$ cat src/hdl/lrupr_pkg.sv
// Package for the LRU page replacement block: sizes, payload structs and the
// command and status structs between controller and datapath.
// No dependencies.
package lrupr_pkg;

	localparam int MAX_FRAMES     = 8;
	localparam int PAGE_BITS      = 16;
	localparam int COUNT_BITS     = 32;
	localparam int FRAME_BITS     = 3;
	localparam int FRAME_CNT_BITS = 4;

	// One page reference.
	typedef struct packed {
		logic [PAGE_BITS-1:0] page_number;
		logic                 last_access;
	} req_t;

	// One reference result.
	typedef struct packed {
		logic                  hit;
		logic [FRAME_BITS-1:0] frame_index;
		logic                  evicted_valid;
		logic [PAGE_BITS-1:0]  evicted_page;
		logic [COUNT_BITS-1:0] fault_total;
		logic [COUNT_BITS-1:0] hit_total;
	} rsp_t;

	// Commands from the controller to the datapath.
	typedef struct packed {
		logic load;
		logic update;
		logic cfg_write;
	} lrupr_cmd_t;

	// Status from the datapath to the controller.
	typedef struct packed {
		logic out_free;
	} lrupr_sts_t;

endpackage

$ cat src/hdl/lrupr_ctrl.sv
// Controller for the LRU page replacement block: accepts a request, then
// orders the frame update once the result register is free.
// Depends on lrupr_pkg.
module lrupr_ctrl import lrupr_pkg::*; (
	input  logic       clk,
	input  logic       arst_n,
	input  logic       req_valid,
	output logic       req_stall,
	input  logic       cfg_valid,
	output logic       cfg_ready,
	input  lrupr_sts_t sts,
	output lrupr_cmd_t cmd
);

	localparam logic ST_IDLE = 1'b0;
	localparam logic ST_UPD  = 1'b1;

	logic state_q;

	// The configuration register can always be written.
	assign cfg_ready = 1'b1;
	assign req_stall = (state_q != ST_IDLE);

	// Commands follow the state and the handshakes.
	always_comb begin
		cmd.load      = (state_q == ST_IDLE) && req_valid;
		cmd.update    = (state_q == ST_UPD) && sts.out_free;
		cmd.cfg_write = cfg_valid && cfg_ready;
	end

	// State register: a request is held until its update has gone through.
	always_ff @(posedge clk or negedge arst_n) begin
		if (!arst_n) begin
			state_q <= ST_IDLE;
		end else begin
			case (state_q)
				ST_IDLE: begin
					if (req_valid) begin
						state_q <= ST_UPD;
					end
				end
				ST_UPD: begin
					if (sts.out_free) begin
						state_q <= ST_IDLE;
					end
				end
				default: begin
					state_q <= ST_IDLE;
				end
			endcase
		end
	end

endmodule

$ cat src/hdl/lrupr_dp.sv
// Datapath for the LRU page replacement block: frame tags, valid bits,
// recency ranks, totals, the request register and the result register.
// Depends on lrupr_pkg.
module lrupr_dp import lrupr_pkg::*; (
	input  logic                      clk,
	input  logic                      arst_n,
	input  lrupr_cmd_t                cmd,
	output lrupr_sts_t                sts,
	input  req_t                      req_data,
	input  logic [FRAME_CNT_BITS-1:0] cfg_data,
	output logic                      rsp_valid,
	input  logic                      rsp_stall,
	output rsp_t                      rsp_data
);

	req_t                      req_q;
	rsp_t                      rsp_q;
	logic                      rsp_valid_q;
	logic [FRAME_CNT_BITS-1:0] frames_in_use_q;
	logic [PAGE_BITS-1:0]      page_q  [MAX_FRAMES];
	logic [MAX_FRAMES-1:0]     valid_q;
	logic [FRAME_BITS-1:0]     rank_q  [MAX_FRAMES];
	logic [COUNT_BITS-1:0]     fault_q;
	logic [COUNT_BITS-1:0]     hit_q;

	logic [FRAME_CNT_BITS-1:0] n_act;
	logic [MAX_FRAMES-1:0]     active;
	logic [MAX_FRAMES-1:0]     match;
	logic [MAX_FRAMES-1:0]     empty;
	logic [FRAME_BITS-1:0]     hit_idx;
	logic [FRAME_BITS-1:0]     empty_idx;
	logic [FRAME_BITS-1:0]     lru_idx;
	logic [FRAME_BITS-1:0]     sel_idx;
	logic                      is_hit;
	logic                      any_empty;
	logic                      do_evict;
	logic [FRAME_BITS-1:0]     sel_rank;
	logic [FRAME_BITS-1:0]     rank_next [MAX_FRAMES];
	logic [COUNT_BITS-1:0]     fault_next;
	logic [COUNT_BITS-1:0]     hit_next;

	assign sts.out_free = !rsp_valid_q || !rsp_stall;
	assign rsp_valid    = rsp_valid_q;
	assign rsp_data     = rsp_q;

	// Active frame count, with zero taken as one and overlarge values clamped.
	always_comb begin
		n_act = frames_in_use_q;
		if (frames_in_use_q == '0) begin
			n_act = FRAME_CNT_BITS'(1);
		end else if (frames_in_use_q > FRAME_CNT_BITS'(MAX_FRAMES)) begin
			n_act = FRAME_CNT_BITS'(MAX_FRAMES);
		end
	end

	// Tag match and empty search over the active frames; the lowest index wins.
	always_comb begin
		hit_idx   = '0;
		empty_idx = '0;
		for (int i = MAX_FRAMES - 1; i >= 0; i--) begin
			active[i] = (FRAME_CNT_BITS'(i) < n_act);
			match[i]  = active[i] && valid_q[i] && (page_q[i] == req_q.page_number);
			empty[i]  = active[i] && !valid_q[i];
			if (match[i]) begin
				hit_idx = FRAME_BITS'(i);
			end
			if (empty[i]) begin
				empty_idx = FRAME_BITS'(i);
			end
		end
		is_hit    = |match;
		any_empty = |empty;
	end

	// Least recently used active frame: the one with the largest rank.
	always_comb begin
		lru_idx = '0;
		for (int i = 1; i < MAX_FRAMES; i++) begin
			if (active[i] && (rank_q[i] > rank_q[lru_idx])) begin
				lru_idx = FRAME_BITS'(i);
			end
		end
	end

	// Frame choice, rank update and saturating totals.
	always_comb begin
		do_evict = !is_hit && !any_empty;
		if (is_hit) begin
			sel_idx = hit_idx;
		end else if (any_empty) begin
			sel_idx = empty_idx;
		end else begin
			sel_idx = lru_idx;
		end
		sel_rank = rank_q[sel_idx];
		for (int i = 0; i < MAX_FRAMES; i++) begin
			if (FRAME_BITS'(i) == sel_idx) begin
				rank_next[i] = '0;
			end else if (rank_q[i] < sel_rank) begin
				rank_next[i] = rank_q[i] + 1'b1;
			end else begin
				rank_next[i] = rank_q[i];
			end
		end
		fault_next = fault_q;
		hit_next   = hit_q;
		if (is_hit) begin
			if (hit_q != '1) begin
				hit_next = hit_q + 1'b1;
			end
		end else if (fault_q != '1) begin
			fault_next = fault_q + 1'b1;
		end
	end

	// Request and result payload registers.
	always_ff @(posedge clk) begin
		if (cmd.load) begin
			req_q <= req_data;
		end
		if (cmd.update) begin
			rsp_q.hit           <= is_hit;
			rsp_q.frame_index   <= sel_idx;
			rsp_q.evicted_valid <= do_evict;
			rsp_q.evicted_page  <= do_evict ? page_q[sel_idx] : '0;
			rsp_q.fault_total   <= fault_next;
			rsp_q.hit_total     <= hit_next;
		end
	end

	// Frame tags are only read behind a set valid bit.
	always_ff @(posedge clk) begin
		if (cmd.update && !is_hit) begin
			page_q[sel_idx] <= req_q.page_number;
		end
	end

	// Frame state, totals and configuration; a last reference clears the set.
	always_ff @(posedge clk or negedge arst_n) begin
		if (!arst_n) begin
			rsp_valid_q     <= 1'b0;
			frames_in_use_q <= FRAME_CNT_BITS'(MAX_FRAMES);
			valid_q         <= '0;
			fault_q         <= '0;
			hit_q           <= '0;
			for (int i = 0; i < MAX_FRAMES; i++) begin
				rank_q[i] <= FRAME_BITS'(i);
			end
		end else begin
			if (cmd.update) begin
				rsp_valid_q <= 1'b1;
			end else if (!rsp_stall) begin
				rsp_valid_q <= 1'b0;
			end
			if (cmd.cfg_write) begin
				frames_in_use_q <= cfg_data;
			end
			if (cmd.update) begin
				if (req_q.last_access) begin
					valid_q <= '0;
					fault_q <= '0;
					hit_q   <= '0;
					for (int i = 0; i < MAX_FRAMES; i++) begin
						rank_q[i] <= FRAME_BITS'(i);
					end
				end else begin
					valid_q[sel_idx] <= 1'b1;
					fault_q          <= fault_next;
					hit_q            <= hit_next;
					rank_q           <= rank_next;
				end
			end
		end
	end

endmodule

$ cat src/hdl/lru_page_replacement.sv
// LRU page replacement top level. A taken request is held in the request
// register, and its result is registered in the controller's update step;
// no request is taken until that step. A stalled result holds back the update
// of the next request, and the request channel stalls until the result is taken.
// Reset: all frames empty, ranks equal to frame index, totals zero,
// frames_in_use set to the built frame count.
module lru_page_replacement import lrupr_pkg::*; (
	input  logic                      clk,
	input  logic                      arst_n,
	input  logic                      req_valid,
	output logic                      req_stall,
	input  req_t                      req_data,
	output logic                      rsp_valid,
	input  logic                      rsp_stall,
	output rsp_t                      rsp_data,
	input  logic                      cfg_valid,
	output logic                      cfg_ready,
	input  logic [FRAME_CNT_BITS-1:0] cfg_data
);

	lrupr_cmd_t cmd;
	lrupr_sts_t sts;

	// Sequencing of requests and updates.
	lrupr_ctrl u_ctrl (
		.clk       (clk),
		.arst_n    (arst_n),
		.req_valid (req_valid),
		.req_stall (req_stall),
		.cfg_valid (cfg_valid),
		.cfg_ready (cfg_ready),
		.sts       (sts),
		.cmd       (cmd)
	);

	// Frame set, totals and result register.
	lrupr_dp u_dp (
		.clk       (clk),
		.arst_n    (arst_n),
		.cmd       (cmd),
		.sts       (sts),
		.req_data  (req_data),
		.cfg_data  (cfg_data),
		.rsp_valid (rsp_valid),
		.rsp_stall (rsp_stall),
		.rsp_data  (rsp_data)
	);

endmodule

$ cat config.mk
export PLATFORM = sky130hd
export DESIGN_NAME = lru_page_replacement
export DESIGN_NICKNAME = d
export VERILOG_FILES = /design/src/hdl/lrupr_pkg.sv /design/src/hdl/lrupr_ctrl.sv /design/src/hdl/lrupr_dp.sv /design/src/hdl/lru_page_replacement.sv
export SDC_FILE = /design/constraint.sdc
export NUM_CORES = 1
export LEC_CHECK = 0
export BUFFER_PORTS_ARGS = -buffer_cell sky130_fd_sc_hd__buf_4
export CAP_MARGIN = 20
export CORE_ASPECT_RATIO = 0.5
export CORE_UTILIZATION = 35
export CTS_BUF_LIST = sky130_fd_sc_hd__clkbuf_16
export CTS_CLUSTER_DIAMETER = 200
export DETAILED_ROUTE_END_ITERATION = 10
export HOLD_SLACK_MARGIN = 0.08
export PLACE_DENSITY = 0.61
export RECOVER_POWER = 25
export SYNTH_ARGS = -nofsm -noshare
export SYNTH_HDL_FRONTEND = slang
export SYNTH_SLANG_ARGS = --single-unit
$ cat constraint.sdc
create_clock -name clk -period 13.7 [get_ports clk]
set_input_delay 0 -clock clk [delete_from_list [all_inputs] [get_ports clk]]
set_output_delay 0 -clock clk [all_outputs]
set_load 0.05 [all_outputs]
; Yosys cells after proc, flatten, opt, wreduce, memory -nomap -nowiden
; Memory sizes are Yosys's and may differ from the RTL's. A register that Yosys moved wholly into a read port is not among the register bits.
; Cells that the tools add are included.
; W data, S select, Z words.
[totals]
ff_bits = 188
mem_bits_rw = 128
output_inout_bits = 88
word_cells = 243
memories = 1
[memory_table]
columns = name, words, width, read_ports, rd_ports_with_merged_regs, wr, line_no
row1 = u_dp.page_q, 8, 16, 9, 1, 1, lrupr_dp.sv:20  ; logic [PAGE_BITS-1:0] page_q [MAX_FRAMES];
[classes]
n_addsub = 10
n_lt_le_gt_ge = 33
eq_ne = 18
muxes = 81
bitwise = 9
reduce_logical = 70
[ops]
columns = cell, n
row1 = $mux W32, 6
row2 = $mux W3, 52
row3 = $eq A16 B16 Y1, 8
row4 = $add A32 B1 Y32 const B, 2
row5 = $ne A32 B32 Y1 const B, 2
row6 = $bmux W3 S3, 7
row7 = $logic_and A1 B1 Y1, 36
row8 = $ge A4 B4 Y1 const B, 7
row9 = $add A3 B1 Y3 const B, 8
row10 = $lt A3 B3 Y1, 8
row11 = $mux W24, 1
row12 = $reduce_bool A3 Y1, 8
row13 = $gt A3 B3 Y1, 7
row14 = $lt A3 B4 Y1 const A, 4
row15 = $not A3 Y4, 4
row16 = $reduce_and A2 Y1, 8
row17 = $reduce_or A8 Y1, 2
row18 = $logic_not A1 Y1, 13
row19 = $eq A3 B3 Y1 const A, 4
row20 = $lt A1 B4 Y1 const A, 2
row21 = $lt A2 B4 Y1 const A, 2
row22 = $mux W1, 8
row23 = $mux W4, 2
row24 = $mux W8, 1
row25 = 16 further kinds, 19

; Depth between registers and ports, before layout
[logic_depth]
ltp_word = 58
depth_mapped = 66
ltp_nobuf = 61

; By module
; From an unflattened synthesis, not the netlist that was laid out.
[unflattened]
hier_cells = 1658
area_unflattened_um2 = 17755.8
[modules_own_cells]
columns = mod, n_inst, cells_per_inst, area_per_inst_um2, seq_area_each_um2
row1 = lrupr_dp, 1, 1650, 17684.5, 9450.3
row2 = lrupr_ctrl, 1, 8, 71.3, 25.0

; Worst setup path after synthesis
; No wires, ideal clock.
[synth_timing]
path_type = reg-to-reg
from = reg u_dp.rank_q[18] (netlist bit)
to = reg u_dp.rank_q[3] (netlist bit)
setup_ns = 0.285
t_arrival_ns = 11.746
required_ns = 13.415
slack_ns = 1.669
path_stages_with_launch = 60
n_path_buf = 6
path_cell_list = dfstp_2 inv_1 ha_1 a31oi_1 nand2_1 mux2i_1 ha_1 a31o_1 nand2b_1 buf_2 nor2_1 o21ba_2 ha_1 nand3_1 o21ai_0 or3_1 buf_2 mux2_2 [24 not listed] ha_1 nor2b_1 o21ai_0 a21oi_1 nor3b_2 a21oi_4 nor3_4 or2_1 buf_6 clkbuf_1 clkbuf_1 a211oi_1 a21oi_1 ha_1 a2111oi_0 a2111oi_2 mux2i_1 o32ai_1
[synth_via]
elab_chain_len = 54
elab_cells_between_ends = 57
cone_classes = order compare: 8 / eq/ne: 1 / mux: 32 / bitwise: 7 / reduce/logical: 9
[synth_rtl]
columns = element, line_no
row1 = start: declaration, lrupr_dp.sv:22  ; logic [FRAME_BITS-1:0] rank_q [MAX_FRAMES];
row2 = start signal: indexed assignment, lrupr_dp.sv:147  ; rank_q[i] <= FRAME_BITS'(i);
row3 = start signal: indexed assignment, lrupr_dp.sv:164  ; rank_q[i] <= FRAME_BITS'(i);
row4 = start signal: assignment, lrupr_dp.sv:170  ; rank_q <= rank_next;
row5 = $gt A3 B3 Y1, lrupr_dp.sv:79  ; if (active[i] && (rank_q[i] > rank_q[lru_idx])) begin
row6 = $logic_and A1 B1 Y1, lrupr_dp.sv:79
row7 = $mux W1, lrupr_dp.sv:79
row8 = $not A1 Y4 (not written as such), lrupr_dp.sv:79
row9 = $bmux W3 S3, lrupr_dp.sv:79
row10 = $mux W3 (not written as such) (2 in series), lrupr_dp.sv:79
row11 = $gt A3 B3 Y1, lrupr_dp.sv:79
row12 = $logic_and A1 B1 Y1, lrupr_dp.sv:79
row13 = [36 not listed], --
row14 = $mux W3, lrupr_dp.sv:90  ; end else if (any_empty) begin
row15 = $mux W3, lrupr_dp.sv:88  ; if (is_hit) begin
row16 = $not A3 Y4 (not written as such), lrupr_dp.sv:95  ; sel_rank = rank_q[sel_idx];
row17 = $bmux W3 S3, lrupr_dp.sv:95
row18 = $mux W3 (not written as such) (2 in series), lrupr_dp.sv:95
row19 = $lt A3 B3 Y1, lrupr_dp.sv:99  ; end else if (rank_q[i] < sel_rank) begin
row20 = $reduce_bool A3 Y1 (no line), --
row21 = $reduce_and A2 Y1 (no line), --
; Several ways; a longest one is shown, not always the timed one. The select of a mux whose other input is x is not followed.
; A chain may end at the register's enable or synchronous reset.

; Worst setup path after layout
[layout_timing]
from = reg u_dp.rank_q[23] (netlist bit)
to = reg u_dp.rank_q[13] (netlist bit)
; The elaborated chain is that of the path after synthesis.

==> results_tabular.tex <==
\begin{tabular}{lr}
\hline
Metric & Value \\
\hline
\multicolumn{2}{l}{\textbf{Synthesis}} \\
Number of warnings printed during yosys synthesis & 0 \\
Biggest area consumer among synthesized cells & edfxtp\_1 \\
Most used flip-flop cell after synthesis & edfxtp\_1 \\
Total nets after synthesis & $\sim$1800 \\
Number of cells produced by synthesis & around 1700 \\
Top cells by area in the synthesized netlist & edfxtp\_1 (38\%), dfrtp\_1 (12\%), nand2\_1 (5.5\%) \\
Share of flip-flops with an asynchronous set or reset after synthesis & 30.7\% \\
Most frequent cell after synthesis & nand2\_1 \\
Post-synthesis instance area & between 15000 and 20000 µm² \\
Share of the yosys chip area belonging to registers & between 50\% and 60\% \\
Synth cell types & between 90 and 100 \\
Share of the synthesized area in the top cell type & about two fifths \\
Simple-gate share of the synthesized area & between 10\% and 20\% \\
Leading cell types by count after synthesis & nand2\_1 (266), edfxtp\_1 (230), nand3\_1 (133) \\
Number of enable-type register cells in the synthesized netlist & 230 \\
Fraction of the mapped netlist area in compound gates & a little over a tenth \\
Share of the synthesized netlist area taken by xor and xnor gates & just over 9\% \\
Post-Synth Adder-Cell Area & 2.93\% \\
Dominant combinational cell family by area after synthesis & simple AND/OR/NAND/NOR gates \\
Post-synthesis register bit count & 332 \\
Mux cell area share after synthesis & about 2.7\% \\
Post-Syn Area per Cell & around 10 µm² \\
\multicolumn{2}{l}{\textbf{STA}} \\
Setup repair after global routing missed its margin & no \\
Normalized max-slew margin & -104\% \\
Clock Skew & around 0.018 ns \\
Final number of setup-violating endpoints & 0 \\
Final cycle utilization of the critical path & 90.8\% \\
Minimum setup slack in the final design & 1.26 ns \\
Pins over their slew limit & 51 \\
Post-layout minimum cycle time & $\sim$12 ns \\
Count of final hold-check violations & 0 \\
Maximum clock frequency & around 80 MHz \\
Worst-margin pin slew & around 3 ns \\
Setup tns final & 0 ns \\
\multicolumn{2}{l}{\textbf{Pwr}} \\
Combinational cell fraction of total power & 51.7\% \\
Leak & a little under 0.008 µW \\
Share of power burned in the clock network & 18.3\% \\
Internal power contribution & between 2000 and 3000 µW \\
Switching power & around 2300 µW \\
Fraction of power spent switching nets & 45.5\% \\
Worst ir drop on vdd & around 0.25 mV \\
Sequential fraction of design power & approximately 30\% \\
Power density relative to cell area & 239 nW/µm² \\
\multicolumn{2}{l}{\textbf{Setup path}} \\
Critical path data required time & around 14 ns \\
Maximum fanout count along the critical path & 15 \\
Cell occurring most often along the worst timing path & ha\_1 \\
Crit Path Class & register to register \\
WP data arrival & $\sim$13 ns \\
Reg2Reg Depth & 54 \\
Register-to-register setup slack & 1.26 ns \\
Type of origin of the critical path & register \\
Critical Path Max Stage Delay & 0.49 ns \\
CP startpoint & u\_dp.rank\_q[23] \\
Worst setup path end & u\_dp.rank\_q[13] \\
Sort of element at the end of the critical path & register \\
Capture instance of the worst register-to-register path & u\_dp.rank\_q[13] \\
Slowest-stage cell, CP & o32a\_1 \\
Reg-to-reg critical path startpoint & u\_dp.rank\_q[23] \\
\multicolumn{2}{l}{\textbf{Placed design}} \\
Post-DP HPWL & between 30 and 40 mm \\
Post-detailed-placement cell area & between 15000 and 20000 µm² \\
Inst Count DP & 2480 \\
Final weighted congestion in routability-driven placement & 0.971 \\
Post-Place Setup Slack & approximately 0.67 ns \\
Input/output buffers & 112 \\
\multicolumn{2}{l}{\textbf{Clock tree}} \\
Clk sink count & 332 \\
Clock latency on the worst-skew pair & between 0.5 and 0.6 ns \\
Clk pin slew, worst setup/hold paths & approximately 0.06 ns \\
Number of CTS-inserted buffers & 35 \\
H-tree depth & 2 \\
Clock tree from TritonCTS & yes \\
Largest buffer count on any clock path & 3 \\
Cell at the root of the clock tree & clkbuf\_16 \\
Post-CTS repair timing setup buffer count & 0 \\
\multicolumn{2}{l}{\textbf{Cells and area}} \\
Fill cells & 4989 \\
Share of cells above drive strength 1 & between 10\% and 20\% \\
Total non-filler cell area in the finished layout & 20800 µm² \\
Final Non-Filler Cells & around 2600 \\
Area growth syn-to-layout & 15.2\% \\
ANT cells & 0 \\
Count of nets after finishing & 1923 \\
\multicolumn{2}{l}{\textbf{Floorplanning}} \\
Initial core utilization & between 30 and 40\% \\
Site Rows & between 50 and 60 \\
I/O Pins & 114 \\
Horizontal die dimension & around 320 µm \\
Die Outline Area & about 52000 µm² \\
Die H & $\sim$160 µm \\
Area of the core & $\sim$51000 µm² \\
\multicolumn{2}{l}{\textbf{Outcome}} \\
Result of the run & complete, but fails checks \\
Violated checks & max-capacitance violations, max-slew violations \\
\multicolumn{2}{l}{\textbf{Route}} \\
Final routed wire length divided by cell count & between 20 and 25 µm \\
Mean number of vias per cell & roughly 5.3 \\
Via count & 13800 \\
Total detailed-routing wirelength & about 52 mm \\
Remaining DRCs & 0 \\
Final antenna-violating net count & 0 \\
Count of routing violations after the opening detailed-route iteration & $\sim$1300 \\
Detailed-routing iteration count for the pre-antenna-repair pass & 5 \\
\multicolumn{2}{l}{\textbf{Global routing}} \\
Combined global-route utilization of all metal layers & between 10\% and 20\% \\
Global-route wire length before repair & a little under 80 mm \\
Largest net degree at the start of global routing & 72 \\
Total grt overflow & 0 \\
Vias in the first global route & 12900 \\
Antenna violations before repair & 0 \\
\multicolumn{2}{l}{\textbf{Run}} \\
Reported max-cap violation count & 1 \\
\multicolumn{2}{l}{\textbf{Min path}} \\
HP Class & input port to register \\
\hline
\end{tabular}
## layer usage
layer	share of wire, %	vias to the layer above	wire [µm]	GRT usage [%]
met4	1.9	0	991	4.37
met3	6.3	74	3270	3.00
met2	46	442	24000	31.7
met5	0	-	0	0
li1	-	6576	-	-
met1	46	6669	23800	28.1
## sequential cells by signal, summed over array words and instances, names as in the netlist
register,count
u_dp.page_q,128
u_dp.rsp_data,85
u_dp.fault_q,32
u_dp.hit_q,32
u_dp.rank_q,24
u_dp.req_q,17
u_dp.valid_q,8
u_dp.frames_in_use_q,4
u_ctrl.req_stall,1
u_dp.rsp_valid,1
## worst min path at each step
stage                  from               end  cells past startpoint
2_1_floorplan        arst_n  u_ctrl.req_stall                      0
3_3_place_gp         arst_n    u_dp.hit_q[14]                      1
3_5_place_dp         arst_n    u_dp.hit_q[14]                      1
4_1_cts        req_data[10]    u_dp.req_q[10]                      2
5_1_grt        req_data[15]    u_dp.req_q[15]                      2
6_report       req_data[13]    u_dp.req_q[13]                      2
## per-stage QoR
stage | util (%) | total power (µW) | hold slack (ns)
6_report | 41.1 | 4970 | 0.197
5_1_grt | 41.1 | 5330 | 0.181
4_1_cts | 41.3 | 4990 | 0.155
3_5_place_dp | 38.6 | 4050 | 0.104
3_3_place_gp | 38.6 | 4020 | 0.108
2_1_floorplan | - | 3390 | -0.296
## layout make-up
type	instances	area, µm²	share of cell area [%]
clock inverters	27	169	0.813
repair buffers	168	1150	5.55
multi-input cells	1279	8050	38.8
well taps	690	863	4.16
clock buffers	36	901	4.34
flip-flops and latches	332	9480	45.6
inverters	42	160	0.771
## critical path, delay by kind of cell, from the launching register on
kind | cells | cell delay (ns)
and+or+nand+nor | 16 | 3.07
DFF | 1 | 0.45
muxes | 8 | 2.27
buffers and inverters | 3 | 0.57
AOI/OAI and AO/OA | 19 | 3.48
adders and majority gates | 8 | 2.48
## layout by cell type, fill, tap and decap left out, types with 36 or more instances in the layout
cell type / n
inv_1: 50
nor2_1: 105
buf_4: 65
nand4_1: 36
xnor2_1: 99
ha_1: 39
nor3_1: 39
a21oi_1: 85
o21ai_0: 75
nand2_1: 264
clkbuf_1: 54
edfxtp_1: 230
dfrtp_1: 89
xor2_1: 91
clkbuf_16: 36
nand3_1: 133
## logic make-up after synthesis
group | after synthesis
compound gates | 291
other cells | 1
simple gates | 708
buf+inv | 138
mux | 46
fa+ha+maj | 43
flops | 332
xor+xnor | 190
## power by group through the flow
stage	Combinational [µW]	Sequential, µW	Clock (µW)
after floorplan	1660	1730	0
after global placement	2510	1510	0
after detailed placement	2540	1510	0
after CTS	2560	1490	937
after global routing	2830	1520	977
final	2570	1490	910
## repair_timing
action,in CTS,in global routing
hold buffers,30,0
resized for setup,0,12
endpoints found under the hold margin,72,0
endpoints found under the setup margin,0,84
Note: power is estimated with default switching activity, not from simulation.
